==> src/hdl/cba_pkg.sv <==
// ============================================================================
// cba_pkg
// Shared types and constants for the contiguous block allocator.
// ============================================================================
package cba_pkg;

    localparam int MAX_BLOCKS  = 64;
    localparam int IDX_W       = $clog2(MAX_BLOCKS);
    localparam int CNT_W       = $clog2(MAX_BLOCKS + 1);
    localparam int QUEUE_DEPTH = 2;
    localparam int QPTR_W      = $clog2(QUEUE_DEPTH);
    localparam int QCNT_W      = $clog2(QUEUE_DEPTH + 1);

    localparam int LEN_W  = 16;
    localparam int BB_W   = 11;
    localparam int BIU_W  = 7;
    localparam int CFG_W  = 11;
    localparam int STEP_W = $clog2(LEN_W);

    // configuration register indexes
    localparam logic CFG_BLOCKS_IN_USE = 1'b0;
    localparam logic CFG_BLOCK_BYTES   = 1'b1;

    localparam logic [BIU_W-1:0] BLOCKS_IN_USE_RST = BIU_W'(64);
    localparam logic [BB_W-1:0]  BLOCK_BYTES_RST   = BB_W'(32);

    // request modes
    localparam logic [2:0] MODE_ALLOC = 3'd0;
    localparam logic [2:0] MODE_FREE  = 3'd1;
    localparam logic [2:0] MODE_COUNT = 3'd2;
    localparam logic [2:0] MODE_CLEAR = 3'd3;
    localparam logic [2:0] MODE_FILL  = 3'd4;

    // result status codes
    localparam logic [1:0] ST_OK      = 2'd0;
    localparam logic [1:0] ST_NOSPACE = 2'd1;
    localparam logic [1:0] ST_PASTEND = 2'd2;
    localparam logic [1:0] ST_EMPTY   = 2'd3;

    typedef enum logic [2:0] {
        OP_ALLOC,
        OP_FREE,
        OP_COUNT,
        OP_CLEAR,
        OP_FILL
    } op_t;

    typedef enum logic [2:0] {
        S_IDLE,
        S_DIV,
        S_NEED,
        S_SCAN,
        S_APPLY,
        S_COUNT
    } back_state_t;

    typedef struct packed {
        logic [2:0]       mode;
        logic [LEN_W-1:0] length_bytes;
        logic [5:0]       start_block;
    } cmd_t;

    typedef struct packed {
        logic [1:0]       status;
        logic [5:0]       alloc_start;
        logic [LEN_W-1:0] blocks_needed;
        logic [6:0]       free_blocks;
    } result_t;

    typedef struct packed {
        op_t              op;
        logic [LEN_W-1:0] length_bytes;
        logic [5:0]       start_block;
    } qcmd_t;

endpackage

==> src/hdl/cba_front.sv <==
// ============================================================================
// cba_front
// Accepts requests, decodes the mode and hands them to the queue.
// ============================================================================
module cba_front
    import cba_pkg::*;
(
    input  logic  clk,
    input  logic  rst_n,
    input  logic  start,
    input  cmd_t  cmd,
    output logic  busy,
    input  logic  q_full,
    output logic  push,
    output qcmd_t push_data
);

    logic  stage_valid_reg, stage_valid_next;
    qcmd_t stage_reg;
    logic  accept;
    op_t   op_dec;

    always_comb
    begin
        unique case (cmd.mode)
            MODE_ALLOC: op_dec = OP_ALLOC;
            MODE_FREE:  op_dec = OP_FREE;
            MODE_CLEAR: op_dec = OP_CLEAR;
            MODE_FILL:  op_dec = OP_FILL;
            default:    op_dec = OP_COUNT;   // count and unused modes only report
        endcase
    end

    assign busy   = stage_valid_reg && q_full;
    assign accept = start && !busy;
    assign push   = stage_valid_reg && !q_full;
    assign push_data = stage_reg;

    always_comb
    begin
        stage_valid_next = stage_valid_reg;
        if (push)
        begin
            stage_valid_next = 1'b0;
        end
        if (accept)
        begin
            stage_valid_next = 1'b1;
        end
    end

    always_ff @(posedge clk or negedge rst_n)
    begin
        if (!rst_n)
        begin
            stage_valid_reg <= 1'b0;
        end
        else
        begin
            stage_valid_reg <= stage_valid_next;
        end
    end

    always_ff @(posedge clk)
    begin
        if (accept)
        begin
            stage_reg.op           <= op_dec;
            stage_reg.length_bytes <= cmd.length_bytes;
            stage_reg.start_block  <= cmd.start_block;
        end
    end

endmodule

==> src/hdl/cba_queue.sv <==
// ============================================================================
// cba_queue
// Small FIFO of decoded requests between the front and the back end.
// ============================================================================
module cba_queue
    import cba_pkg::*;
(
    input  logic  clk,
    input  logic  rst_n,
    input  logic  push,
    input  qcmd_t push_data,
    output logic  full,
    input  logic  pop,
    output qcmd_t pop_data,
    output logic  empty
);

    qcmd_t             entries_reg [QUEUE_DEPTH];
    logic [QPTR_W-1:0] wr_ptr_reg, wr_ptr_next;
    logic [QPTR_W-1:0] rd_ptr_reg, rd_ptr_next;
    logic [QCNT_W-1:0] count_reg, count_next;
    logic              do_push, do_pop;

    assign full     = (count_reg == QCNT_W'(QUEUE_DEPTH));
    assign empty    = (count_reg == '0);
    assign do_push  = push && !full;
    assign do_pop   = pop && !empty;
    assign pop_data = entries_reg[rd_ptr_reg];

    always_comb
    begin
        wr_ptr_next = wr_ptr_reg;
        rd_ptr_next = rd_ptr_reg;
        count_next  = count_reg;
        if (do_push)
        begin
            wr_ptr_next = (wr_ptr_reg == QPTR_W'(QUEUE_DEPTH - 1)) ? '0 : wr_ptr_reg + 1'b1;
        end
        if (do_pop)
        begin
            rd_ptr_next = (rd_ptr_reg == QPTR_W'(QUEUE_DEPTH - 1)) ? '0 : rd_ptr_reg + 1'b1;
        end
        if (do_push && !do_pop)
        begin
            count_next = count_reg + 1'b1;
        end
        else if (do_pop && !do_push)
        begin
            count_next = count_reg - 1'b1;
        end
    end

    always_ff @(posedge clk or negedge rst_n)
    begin
        if (!rst_n)
        begin
            wr_ptr_reg <= '0;
            rd_ptr_reg <= '0;
            count_reg  <= '0;
        end
        else
        begin
            wr_ptr_reg <= wr_ptr_next;
            rd_ptr_reg <= rd_ptr_next;
            count_reg  <= count_next;
        end
    end

    always_ff @(posedge clk)
    begin
        if (do_push)
        begin
            entries_reg[wr_ptr_reg] <= push_data;
        end
    end

endmodule

==> src/hdl/cba_back.sv <==
// ============================================================================
// cba_back
// Executes requests: serial block-count divide, first-fit scan, map update
// and free-block count; issues one result per request.
// ============================================================================
module cba_back
    import cba_pkg::*;
(
    input  logic             clk,
    input  logic             rst_n,
    input  logic [BIU_W-1:0] blocks_in_use,
    input  logic [BB_W-1:0]  block_bytes,
    input  logic             q_empty,
    input  qcmd_t            q_data,
    output logic             pop,
    output logic             done,
    output result_t          result
);

    back_state_t state_reg, state_next;
    op_t              op_reg, op_next;
    logic [5:0]       start_reg, start_next;
    logic [LEN_W-1:0] dvd_reg, dvd_next;
    logic [LEN_W-1:0] quot_reg, quot_next;
    logic [BB_W-1:0]  rem_reg, rem_next;
    logic [STEP_W-1:0] step_reg, step_next;
    logic [LEN_W-1:0] need_reg, need_next;
    logic [CNT_W-1:0] idx_reg, idx_next;
    logic [CNT_W-1:0] run_reg, run_next;
    logic [IDX_W-1:0] astart_reg, astart_next;
    logic [1:0]       status_reg, status_next;
    logic [CNT_W-1:0] free_reg, free_next;
    logic [MAX_BLOCKS-1:0] map_reg, map_next;
    logic             done_reg, done_next;
    result_t          result_reg, result_next;

    logic [CNT_W-1:0] n_managed;
    logic [BB_W-1:0]  bsize;
    logic [BB_W:0]    rem_sh;
    logic             rem_ge;
    logic [LEN_W-1:0] need_calc;
    logic [LEN_W:0]   free_end;
    logic             cur_bit;
    logic [CNT_W-1:0] run_inc;
    logic [MAX_BLOCKS-1:0] range_mask;

    assign n_managed = (blocks_in_use > BIU_W'(MAX_BLOCKS)) ? CNT_W'(MAX_BLOCKS)
                                                            : CNT_W'(blocks_in_use);
    assign bsize     = (block_bytes == '0) ? BB_W'(1) : block_bytes;

    // restoring divide step
    assign rem_sh    = {rem_reg, dvd_reg[LEN_W-1]};
    assign rem_ge    = (rem_sh >= {1'b0, bsize});
    assign need_calc = quot_reg + LEN_W'(rem_reg != '0);
    assign free_end  = {11'b0, start_reg} + {1'b0, need_reg};

    assign cur_bit = map_reg[idx_reg[IDX_W-1:0]];
    assign run_inc = cur_bit ? '0 : run_reg + 1'b1;

    // per-block range select for the map update
    always_comb
    begin
        for (int j = 0; j < MAX_BLOCKS; j++)
        begin
            unique case (op_reg)
                OP_ALLOC: range_mask[j] = (IDX_W'(j) >= astart_reg)
                                       && (IDX_W'(j) <= idx_reg[IDX_W-1:0]);
                OP_FREE:  range_mask[j] = (IDX_W'(j) >= start_reg)
                                       && ((LEN_W+1)'(j) < free_end)
                                       && (CNT_W'(j) < n_managed);
                default:  range_mask[j] = (CNT_W'(j) < n_managed);
            endcase
        end
    end

    assign pop    = (state_reg == S_IDLE) && !q_empty;
    assign done   = done_reg;
    assign result = result_reg;

    always_comb
    begin
        state_next  = state_reg;
        op_next     = op_reg;
        start_next  = start_reg;
        dvd_next    = dvd_reg;
        quot_next   = quot_reg;
        rem_next    = rem_reg;
        step_next   = step_reg;
        need_next   = need_reg;
        idx_next    = idx_reg;
        run_next    = run_reg;
        astart_next = astart_reg;
        status_next = status_reg;
        free_next   = free_reg;
        map_next    = map_reg;
        done_next   = 1'b0;
        result_next = result_reg;

        unique case (state_reg)
            S_IDLE:
            begin
                if (!q_empty)
                begin
                    op_next     = q_data.op;
                    start_next  = q_data.start_block;
                    dvd_next    = q_data.length_bytes;
                    quot_next   = '0;
                    rem_next    = '0;
                    step_next   = '0;
                    need_next   = '0;
                    astart_next = '0;
                    status_next = ST_OK;
                    idx_next    = '0;
                    free_next   = '0;
                    case (q_data.op)
                        OP_ALLOC, OP_FREE: state_next = S_DIV;
                        OP_CLEAR, OP_FILL: state_next = S_APPLY;
                        default:           state_next = S_COUNT;
                    endcase
                end
            end

            S_DIV:
            begin
                dvd_next  = {dvd_reg[LEN_W-2:0], 1'b0};
                quot_next = {quot_reg[LEN_W-2:0], rem_ge};
                rem_next  = rem_ge ? BB_W'(rem_sh - {1'b0, bsize}) : rem_sh[BB_W-1:0];
                step_next = step_reg + 1'b1;
                if (step_reg == STEP_W'(LEN_W - 1))
                begin
                    state_next = S_NEED;
                end
            end

            S_NEED:
            begin
                need_next = need_calc;
                idx_next  = '0;
                run_next  = '0;
                if (need_calc == '0)
                begin
                    if (op_reg == OP_ALLOC)
                    begin
                        status_next = ST_EMPTY;
                    end
                    state_next = S_COUNT;
                end
                else if (op_reg == OP_ALLOC)
                begin
                    state_next = S_SCAN;
                end
                else
                begin
                    if ({11'b0, start_reg} + {1'b0, need_calc} > (LEN_W+1)'(n_managed))
                    begin
                        status_next = ST_PASTEND;
                    end
                    state_next = S_APPLY;
                end
            end

            S_SCAN:
            begin
                if (idx_reg == n_managed)
                begin
                    status_next = ST_NOSPACE;
                    astart_next = '0;
                    idx_next    = '0;
                    state_next  = S_COUNT;
                end
                else
                begin
                    run_next = run_inc;
                    if (LEN_W'(run_inc) == need_reg)
                    begin
                        // idx_reg now marks the last block of the run
                        astart_next = idx_reg[IDX_W-1:0] + 1'b1 - need_reg[IDX_W-1:0];
                        state_next  = S_APPLY;
                    end
                    else
                    begin
                        idx_next = idx_reg + 1'b1;
                    end
                end
            end

            S_APPLY:
            begin
                case (op_reg)
                    OP_FILL, OP_ALLOC: map_next = map_reg | range_mask;
                    default:           map_next = map_reg & ~range_mask;
                endcase
                idx_next   = '0;
                free_next  = '0;
                state_next = S_COUNT;
            end

            S_COUNT:
            begin
                if (idx_reg == n_managed)
                begin
                    done_next                 = 1'b1;
                    result_next.status        = status_reg;
                    result_next.alloc_start   = 6'(astart_reg);
                    result_next.blocks_needed = need_reg;
                    result_next.free_blocks   = 7'(free_reg);
                    state_next                = S_IDLE;
                end
                else
                begin
                    free_next = free_reg + CNT_W'(!cur_bit);
                    idx_next  = idx_reg + 1'b1;
                end
            end

            default:
            begin
                state_next = S_IDLE;
            end
        endcase
    end

    always_ff @(posedge clk or negedge rst_n)
    begin
        if (!rst_n)
        begin
            state_reg <= S_IDLE;
            map_reg   <= '0;
            done_reg  <= 1'b0;
        end
        else
        begin
            state_reg <= state_next;
            map_reg   <= map_next;
            done_reg  <= done_next;
        end
    end

    always_ff @(posedge clk)
    begin
        op_reg     <= op_next;
        start_reg  <= start_next;
        dvd_reg    <= dvd_next;
        quot_reg   <= quot_next;
        rem_reg    <= rem_next;
        step_reg   <= step_next;
        need_reg   <= need_next;
        idx_reg    <= idx_next;
        run_reg    <= run_next;
        astart_reg <= astart_next;
        status_reg <= status_next;
        free_reg   <= free_next;
        result_reg <= result_next;
    end

endmodule

==> src/hdl/contiguous_block_allocator_top.sv <==
// ============================================================================
// contiguous_block_allocator_top
// First-fit contiguous block allocator over an occupancy bitmap.
// ============================================================================
// Usage:
//   A request (cmd) is taken on a clock edge with start high and busy low.
//   A decode stage and a two-entry queue hold up to three requests while the
//   engine works; busy rises when both the stage and the queue are full.
//   Each request gives one result: done is high for exactly one cycle with
//   result valid; the receiver cannot stall, results come in request order.
//   Engine work per request (n = managed blocks, at most 64): allocate
//   dispatches, runs the serial divide, works out the blocks needed, scans
//   first-fit block by block, updates the map and counts the free blocks;
//   free does the same without the scan; count only counts; clear and fill
//   update the map and count. Requests run one after another. A request
//   passes the decode stage, the queue, the engine and the done register.
//   The config port (cfg_we, cfg_index, cfg_data) writes blocks_in_use
//   (index 0) or block_bytes (index 1); write only when idle.
//   Reset frees all blocks and loads 64 managed blocks of 32 bytes.
// ============================================================================
module contiguous_block_allocator_top
    import cba_pkg::*;
(
    input  logic             clk,
    input  logic             rst_n,
    input  logic             start,
    input  cmd_t             cmd,
    output logic             busy,
    output logic             done,
    output result_t          result,
    input  logic             cfg_we,
    input  logic             cfg_index,
    input  logic [CFG_W-1:0] cfg_data
);

    logic [BIU_W-1:0] blocks_in_use_reg;
    logic [BB_W-1:0]  block_bytes_reg;

    logic  q_full, q_empty, push, pop;
    qcmd_t push_data, pop_data;

    always_ff @(posedge clk or negedge rst_n)
    begin
        if (!rst_n)
        begin
            blocks_in_use_reg <= BLOCKS_IN_USE_RST;
            block_bytes_reg   <= BLOCK_BYTES_RST;
        end
        else if (cfg_we)
        begin
            unique case (cfg_index)
                CFG_BLOCKS_IN_USE: blocks_in_use_reg <= cfg_data[BIU_W-1:0];
                CFG_BLOCK_BYTES:   block_bytes_reg   <= cfg_data[BB_W-1:0];
                default:           ;
            endcase
        end
    end

    cba_front u_front (
        .clk       (clk),
        .rst_n     (rst_n),
        .start     (start),
        .cmd       (cmd),
        .busy      (busy),
        .q_full    (q_full),
        .push      (push),
        .push_data (push_data)
    );

    cba_queue u_queue (
        .clk       (clk),
        .rst_n     (rst_n),
        .push      (push),
        .push_data (push_data),
        .full      (q_full),
        .pop       (pop),
        .pop_data  (pop_data),
        .empty     (q_empty)
    );

    cba_back u_back (
        .clk           (clk),
        .rst_n         (rst_n),
        .blocks_in_use (blocks_in_use_reg),
        .block_bytes   (block_bytes_reg),
        .q_empty       (q_empty),
        .q_data        (pop_data),
        .pop           (pop),
        .done          (done),
        .result        (result)
    );

endmodule

==> config.mk <==
export PLATFORM = sky130hd
export DESIGN_NAME = contiguous_block_allocator_top
export DESIGN_NICKNAME = d
export VERILOG_FILES = /design/src/hdl/cba_pkg.sv /design/src/hdl/cba_front.sv /design/src/hdl/cba_queue.sv /design/src/hdl/cba_back.sv /design/src/hdl/contiguous_block_allocator_top.sv
export SDC_FILE = /design/constraint.sdc
export NUM_CORES = 1
export LEC_CHECK = 0
export ABC_AREA = 1
export BUFFER_PORTS_ARGS = -buffer_cell sky130_fd_sc_hd__buf_2
export CORE_MARGIN = 2
export CORE_UTILIZATION = 23
export CTS_BUF_LIST = sky130_fd_sc_hd__clkbuf_16
export CTS_CLUSTER_SIZE = 30
export DETAILED_ROUTE_END_ITERATION = 10
export SLEW_MARGIN = 15
export SYNTH_ARGS = -nofsm -noshare
export SYNTH_HDL_FRONTEND = slang
export SYNTH_SLANG_ARGS = --single-unit
export TNS_END_PERCENT = 5
==> constraint.sdc <==
create_clock -name clk -period 4.3 [get_ports clk]
set_input_delay 0.43 -clock clk [delete_from_list [all_inputs] [get_ports clk]]
set_output_delay 0.43 -clock clk [all_outputs]
set_load 0.01 [all_outputs]
==> flow_summary.ini, run 1 <==
[sta]
worst_clock_skew_ns = 0.0271
setup_tns_ns = 0
post-route-min-period_ns = 3.91
finalCritPeriodShare = 0.910
rsz0062_at_grt = false
report.final.hold_viol_count = 0
timing.slew.headroom = 0.285
worstMarginPinSlew_ns = 1.07
highest_clock_rate_mhz = 255
final_setup_viols = 0
report.final.slew_viol_count = 0

[power]
totalPowerFinal_mw = 18.2
vdd.ir_drop.worst_mv = 0.514
power.leakage_nw = 9.26
cellPowerDensity_nw_per_um2 = 817

[critical_path]
cp_top_family = adder cells
reg2regPathDepth = 21
required_time_at_the_worst_slack_endpoint_ns = 4.61
worst-setup-path-type = reg -> reg
worstSetupEndpointType = flop
crit_buf_inv = 2
crit_path_max_fanout = 3
worst_path_largest_cell_delay_ns = 0.45
worstPathCellList = nor4_2 -> nand3_1 -> ha_2 -> ha_2 -> inv_1 -> fa_1 -> o21ai_2 -> nand2_1 -> o21ai_2 -> xnor2_1 -> ha_1 -> nand2_1 -> inv_1 -> o21ai_0 -> nand2_1 -> o21ai_1 -> o21ai_0 -> a21oi_1 -> nand2_1 -> o21ai_1 -> a21oi_1
cp-start-kind = flop
worst_path_max_delay_cell = fa_1
worstPathArrival_ns = 4.22
critical-path-top-cell-by-count = nand2_1
worstSetupPathDepth = 21

[clock_tree]
clock_tree.buffer_depth = 3
cts.clk_slew.worst_paths_ns = 0.06
insertion_delay_ns = 0.59
tritoncts_buffers = 36
clock_sinks = 298
htreeDepth = 2
cts-root-buf = clkbuf_16
clock_tree_from_tritoncts = built

[grt]
maximum_number_of_pins_on_one_net_before_global_route_repair = 92
grtUsageMet1 = 0.233
grt_busiest_layer = met2
grt_first_pass_wirelength_um = 111000
grt_use_met3 = 0.0319
globalRoute.totalOverflow = 0
grt_resource_usage_total = 0.175
grt_antenna_before_repair = 1
grt_util_met2 = 0.270
grt_pass1_vias = 17200

[layout]
num_antenna_cells = 0
finalNetCount = 2734
post_layout_nonfiller_instances = 3736
syn_to_final_growth_pct = 17.3
ratio_of_cells_with_drive_above_1_in_the_final_layout = 0.0938

[yosys]
synth_cells = 2530
synthXorXnorAreaFrac = 0.0243
synth-seq-cells = 298
largest_family_of_logic_cells_by_synthesized_area = simple AND/OR/NAND/NOR gates
mappedNetlistArea_um2 = 19000
synthAdderAreaFrac = 0.0379
synth_nets = 2626
proportion_of_synthesized_flip_flops_having_asynchronous_set_or_reset = 0.305
synth_simple_gate_area_frac = 0.270
area_fraction_in_compound_gates_after_synthesis = 0.138
yosys_most_used_dff = edfxtp_1
syn_area_per_cell_um2 = 7.50
post_synth_mux_area_share = 0
seq_area_frac_synth = 0.448
count_of_yosys_warnings_during_synthesis = 0
yosysUniqueCellTypes = 51
synth-edff-count = 207

[worst_hold_path]
worst_hold_path.num_cells = 1
worst_hold_path_type = in -> reg

[placement]
io_buffers = 73
place_hpwl_um = 58100
place.gp.congestion = 1.03
dpl.cell_count = 3650

[floorplanning]
rows = 105
die_outline_area_um2 = 84800
floorplan.die.height_um = 291
die_width_um = 291
floorplan.initialDensity = 0.232
core_area_um2 = 81800
io_pins = 74

[status]
outcome = complete, no violations

[run]
drv_cap = 0

[drt]
drc_violation_count_after_routing = 0
viasPerCell = 4.81
vias = 18000
antenna_violating_nets_post_route = 0
drt-total-wl_um = 75300
initialDrtViolationCount = 1856
route.detailed.wl_per_inst_um = 20.2
drt-pass1-iter-count = 6
report_power, final:
group          switching (mW)  internal, mW
logic                    7.02          2.81
registers               0.795          4.48
clock network            1.29          1.79
total                    9.10          9.09
metrics by stage:
stage	cell area, um2	hold WS (ns)	worst slack, ns	util
floorplan	19000	0.134	0.349	-
global placement	20800	0.424	0.109	0.254
detailed placement	20800	0.430	0.0498	0.254
CTS	22200	0.000785	0.00761	0.271
global route	22300	0.00290	0.0168	0.272
finish	22300	0.0236	0.386	0.272
logic make-up (layout without fill, tap and decap cells):
kind of cell,after synthesis,after routing
buf+inv,407,543
simple gates,1240,1240
flops,298,298
xor+xnor,51,51
compound gates,479,479
fa+ha+maj,55,55
worst reg2reg max path, stage by stage (launching register included):
cell and delay, ns:
edfxtp_1 0.40, nor4_2 0.32, nand3_1 0.16, ha_2 0.21, ha_2 0.35, inv_1 0.07
fa_1 0.45, o21ai_2 0.20, nand2_1 0.08, o21ai_2 0.16, xnor2_1 0.14, ha_1 0.26
nand2_1 0.07, inv_1 0.04, o21ai_0 0.07, nand2_1 0.06, o21ai_1 0.08, o21ai_0 0.10
a21oi_1 0.12, nand2_1 0.07, o21ai_1 0.13, a21oi_1 0.10
layout make-up:
| cell class | instances | area (um2) |
|---|---|---|
| Inverter | 315 | 1180 |
| Fill cell | 8962 | 59600 |
| Timing Repair Buffer | 162 | 1080 |
| Clock inverter | 30 | 294 |
| Sequential cell | 298 | 8500 |
| Clock buffer | 36 | 901 |
| Tap cell | 1070 | 1340 |
| Multi-Input combinational cell | 1825 | 8970 |
synth_stat cells (9+ instances only):
| cell | number | area [um2] |
|---|---|---|
| nor2_1 | 322 | 1210 |
| a31oi_1 | 44 | 275 |
| buf_2 | 20 | 100 |
| or2_2 | 9 | 56.3 |
| a211oi_1 | 16 | 120 |
| o21ai_0 | 192 | 961 |
| nor3_1 | 38 | 190 |
| xnor2_1 | 19 | 166 |
| edfxtp_1 | 207 | 6220 |
| nand2_1 | 644 | 2420 |
| nand3b_1 | 9 | 67.6 |
| xor2_1 | 30 | 263 |
| inv_2 | 13 | 48.8 |
| nand3_1 | 171 | 856 |
| nor2_2 | 9 | 56.3 |
| clkbuf_1 | 63 | 236 |
| o211ai_1 | 14 | 105 |
| nand4_1 | 16 | 100 |
| dfrtp_1 | 89 | 2230 |
| ha_1 | 51 | 638 |
| a21oi_1 | 157 | 786 |
| o21ai_1 | 28 | 140 |
| nor4_1 | 12 | 75.1 |
| inv_1 | 296 | 1110 |
metal layers:
layer	part of all wire	vias to the layer above
met5	0.00017	-
met4	0.054	2
met3	0.076	163
met2	0.44	715
met1	0.43	8457
li1	-	8633
timing repair:
action,CTS,global route
endpoints found under the hold margin,56,0
setup buffers,0,2
hold buffers,18,0
gates resized for setup,0,13
setup endpoints to repair,0,2
path summary, 6_finish.rpt:
check	from	endpoint	slack, ns
worst max-delay path	u_back.rem_reg[5]$_SDFFCE_PN0P_	u_back.status_reg[1]$_DFFE_PP_	0.39
min in group asynchronous	rst_n	async pin	0.40
worst max register to register	u_back.rem_reg[5]$_SDFFCE_PN0P_	u_back.status_reg[1]$_DFFE_PP_	0.39
max in group asynchronous	rst_n	block_bytes_reg[5]$_DFFE_PN1P_	2.91
worst min register to register	u_front.push_data[6]$_DFFE_PP_	u_queue.entries_reg[0][6]$_DFFE_PP_	0.43
worst min-delay path	cmd[1]	u_front.push_data[1]$_DFFE_PP_	0.02
layout by cell type (no fill, tap or decap), drive strengths merged, types with 4 or more instances in the layout:
cell	instances
nand2	645
nor2	335
inv	320
o21ai	221
edfxtp	207
nand3	171
a21oi	158
buf	144
dfrtp	89
ha	51
a31oi	44
nor3	38
clkbuf	36
xor2	32
xnor2	19
clkinv	19
dlygate4sd3	18
nand4	16
a211oi	16
o211ai	14
nor4	12
or2	10
nand3b	9
o31ai	4
fa	4
bufinv	4
No activity file was read; power rests on OpenSTA's default activity.
==> run 2: changes to the inputs <==
CTS_BUF_LIST = default   (was sky130_fd_sc_hd__clkbuf_16)
==> run 2 against run 1 <==
  * Critical path depth is the same
  * Sequential cell count is the same
  * Clock power is 2% higher
  * Design area is essentially flat
  * Fmax about the same
  * Critical path type unchanged
  * Critical endpoint unchanged
==> flow_summary.ini, run 2 (same netlist as run 1, synthesis figures left out) <==
[clock_tree]
clock_tree.buffer_depth = 3
cts-root-buf = clkbuf_16
tritoncts_buffers = 36
clock_tree_from_tritoncts = built
clock_sinks = 298
cts.clk_slew.worst_paths_ns = 0.07
insertion_delay_ns = 0.58
htreeDepth = 2

[sta]
worstMarginPinSlew_ns = 1.07
final_setup_viols = 0
rsz0062_at_grt = false
highest_clock_rate_mhz = 256
timing.slew.headroom = 0.284
report.final.slew_viol_count = 0
setup_tns_ns = 0
worst_clock_skew_ns = 0.0263
finalCritPeriodShare = 0.910
post-route-min-period_ns = 3.91
report.final.hold_viol_count = 0

[floorplanning]
core_area_um2 = 81800
floorplan.die.height_um = 291
rows = 105
die_width_um = 291
floorplan.initialDensity = 0.232
io_pins = 74
die_outline_area_um2 = 84800

[power]
totalPowerFinal_mw = 18.2
power.leakage_nw = 9.24
vdd.ir_drop.worst_mv = 0.515
cellPowerDensity_nw_per_um2 = 819

[critical_path]
worstPathArrival_ns = 4.22
worst-setup-path-type = reg -> reg
cp-start-kind = flop
worstSetupEndpointType = flop
crit_path_max_fanout = 3
required_time_at_the_worst_slack_endpoint_ns = 4.61

[grt]
grt_pass1_vias = 17200
grt_resource_usage_total = 0.175
grt_first_pass_wirelength_um = 111000
globalRoute.totalOverflow = 0
maximum_number_of_pins_on_one_net_before_global_route_repair = 92
grt_antenna_before_repair = 1

[drt]
viasPerCell = 4.82
antenna_violating_nets_post_route = 0
met2RoutedLength_um = 33200
drt-total-wl_um = 75300
drc_violation_count_after_routing = 0
top_signal_layer_used = met5
routedLengthMet1_um = 32600
dr_wl_met3_um = 5530
route.detailed.wl_per_inst_um = 20.2
initialDrtViolationCount = 1883
vias = 18000
drt-pass1-iter-count = 6

[layout]
finalNetCount = 2734
num_antenna_cells = 0
ratio_of_cells_with_drive_above_1_in_the_final_layout = 0.0945
commonest_cells_after_routing_fill_and_taps_aside = nand2_1, nor2_1, inv_1
final_common_cell = nand2_1
post_layout_nonfiller_instances = 3736
syn_to_final_growth_pct = 17.4
final_core_utilization = 0.272

[run]
drv_cap = 0

[worst_hold_path]
worst_hold_path_type = in -> reg

[placement]
place.gp.congestion = 1.03
place_hpwl_um = 58100
io_buffers = 73
dpl.cell_count = 3650

[status]
outcome = complete, no violations
[run 2: area by class of cell]
type | instances | area, um2
Fill cell | 8959 | 59600
Multi-Input combinational cell | 1825 | 8970
Sequential cell | 298 | 8500
Tap cell | 1070 | 1340
Inverter | 315 | 1180
Timing Repair Buffer | 162 | 1080
Clock buffer | 46 | 958
Clock inverter | 20 | 256
[run 2: metrics by stage]
step	cell area [um2]	setup slack [ns]	hold slack (ns)
2_1_floorplan	19000	0.349	0.134
3_3_place_gp	20800	0.109	0.424
3_5_place_dp	20800	0.0498	0.430
4_1_cts	22200	0.00761	0.000785
5_1_grt	22300	0.0168	0.00290
6_report	22300	0.386	0.0248
[run 2: path summary, 6_finish.rpt]
check	from	end	slack, ns	cells past startpoint
hold / removal	cmd[1]	u_front.push_data[1]$_DFFE_PP_	0.02	1
hold reg to reg	u_front.push_data[6]$_DFFE_PP_	u_queue.entries_reg[0][6]$_DFFE_PP_	0.44	0
min in group asynchronous	rst_n	async pin	0.40	2
max in group asynchronous	rst_n	block_bytes_reg[5]$_DFFE_PN1P_	2.92	3
setup reg to reg	u_back.rem_reg[5]$_SDFFCE_PN0P_	u_back.status_reg[1]$_DFFE_PP_	0.39	21
setup / recovery	u_back.rem_reg[5]$_SDFFCE_PN0P_	u_back.status_reg[1]$_DFFE_PP_	0.39	21
[run 2: what timing repair did]
action,in CTS,in global routing
gates resized for setup,0,13
setup endpoints to repair,0,2
hold endpoints to repair,56,0
hold buffers,18,0
buffers inserted,0,2
[run 2: worst max-delay path, stage by stage, from the launching register on]
cell	delay [ns]
edfxtp_1	0.40
nor4_2	0.32
nand3_1	0.16
ha_2	0.21
ha_2	0.35
inv_1	0.07
fa_1	0.45
o21ai_2	0.19
nand2_1	0.08
o21ai_2	0.16
xnor2_1	0.14
ha_1	0.26
nand2_1	0.07
inv_1	0.04
o21ai_0	0.07
nand2_1	0.06
o21ai_1	0.08
o21ai_0	0.10
a21oi_1	0.12
nand2_1	0.07
o21ai_1	0.13
a21oi_1	0.10
[run 2: metal layers]
layer,track usage,up-vias
li1,-,8627
met2,0.270,715
met1,0.233,8497
met4,0.0892,2
met5,0,-
met3,0.0319,163
[run 2: power breakdown]
part	switching, mW	total, mW	internal [mW]	leakage (nW)
clock	1.29	3.14	1.85	0.583
combinational	7.02	9.83	2.81	5.52
sequential	0.795	5.27	4.48	3.14
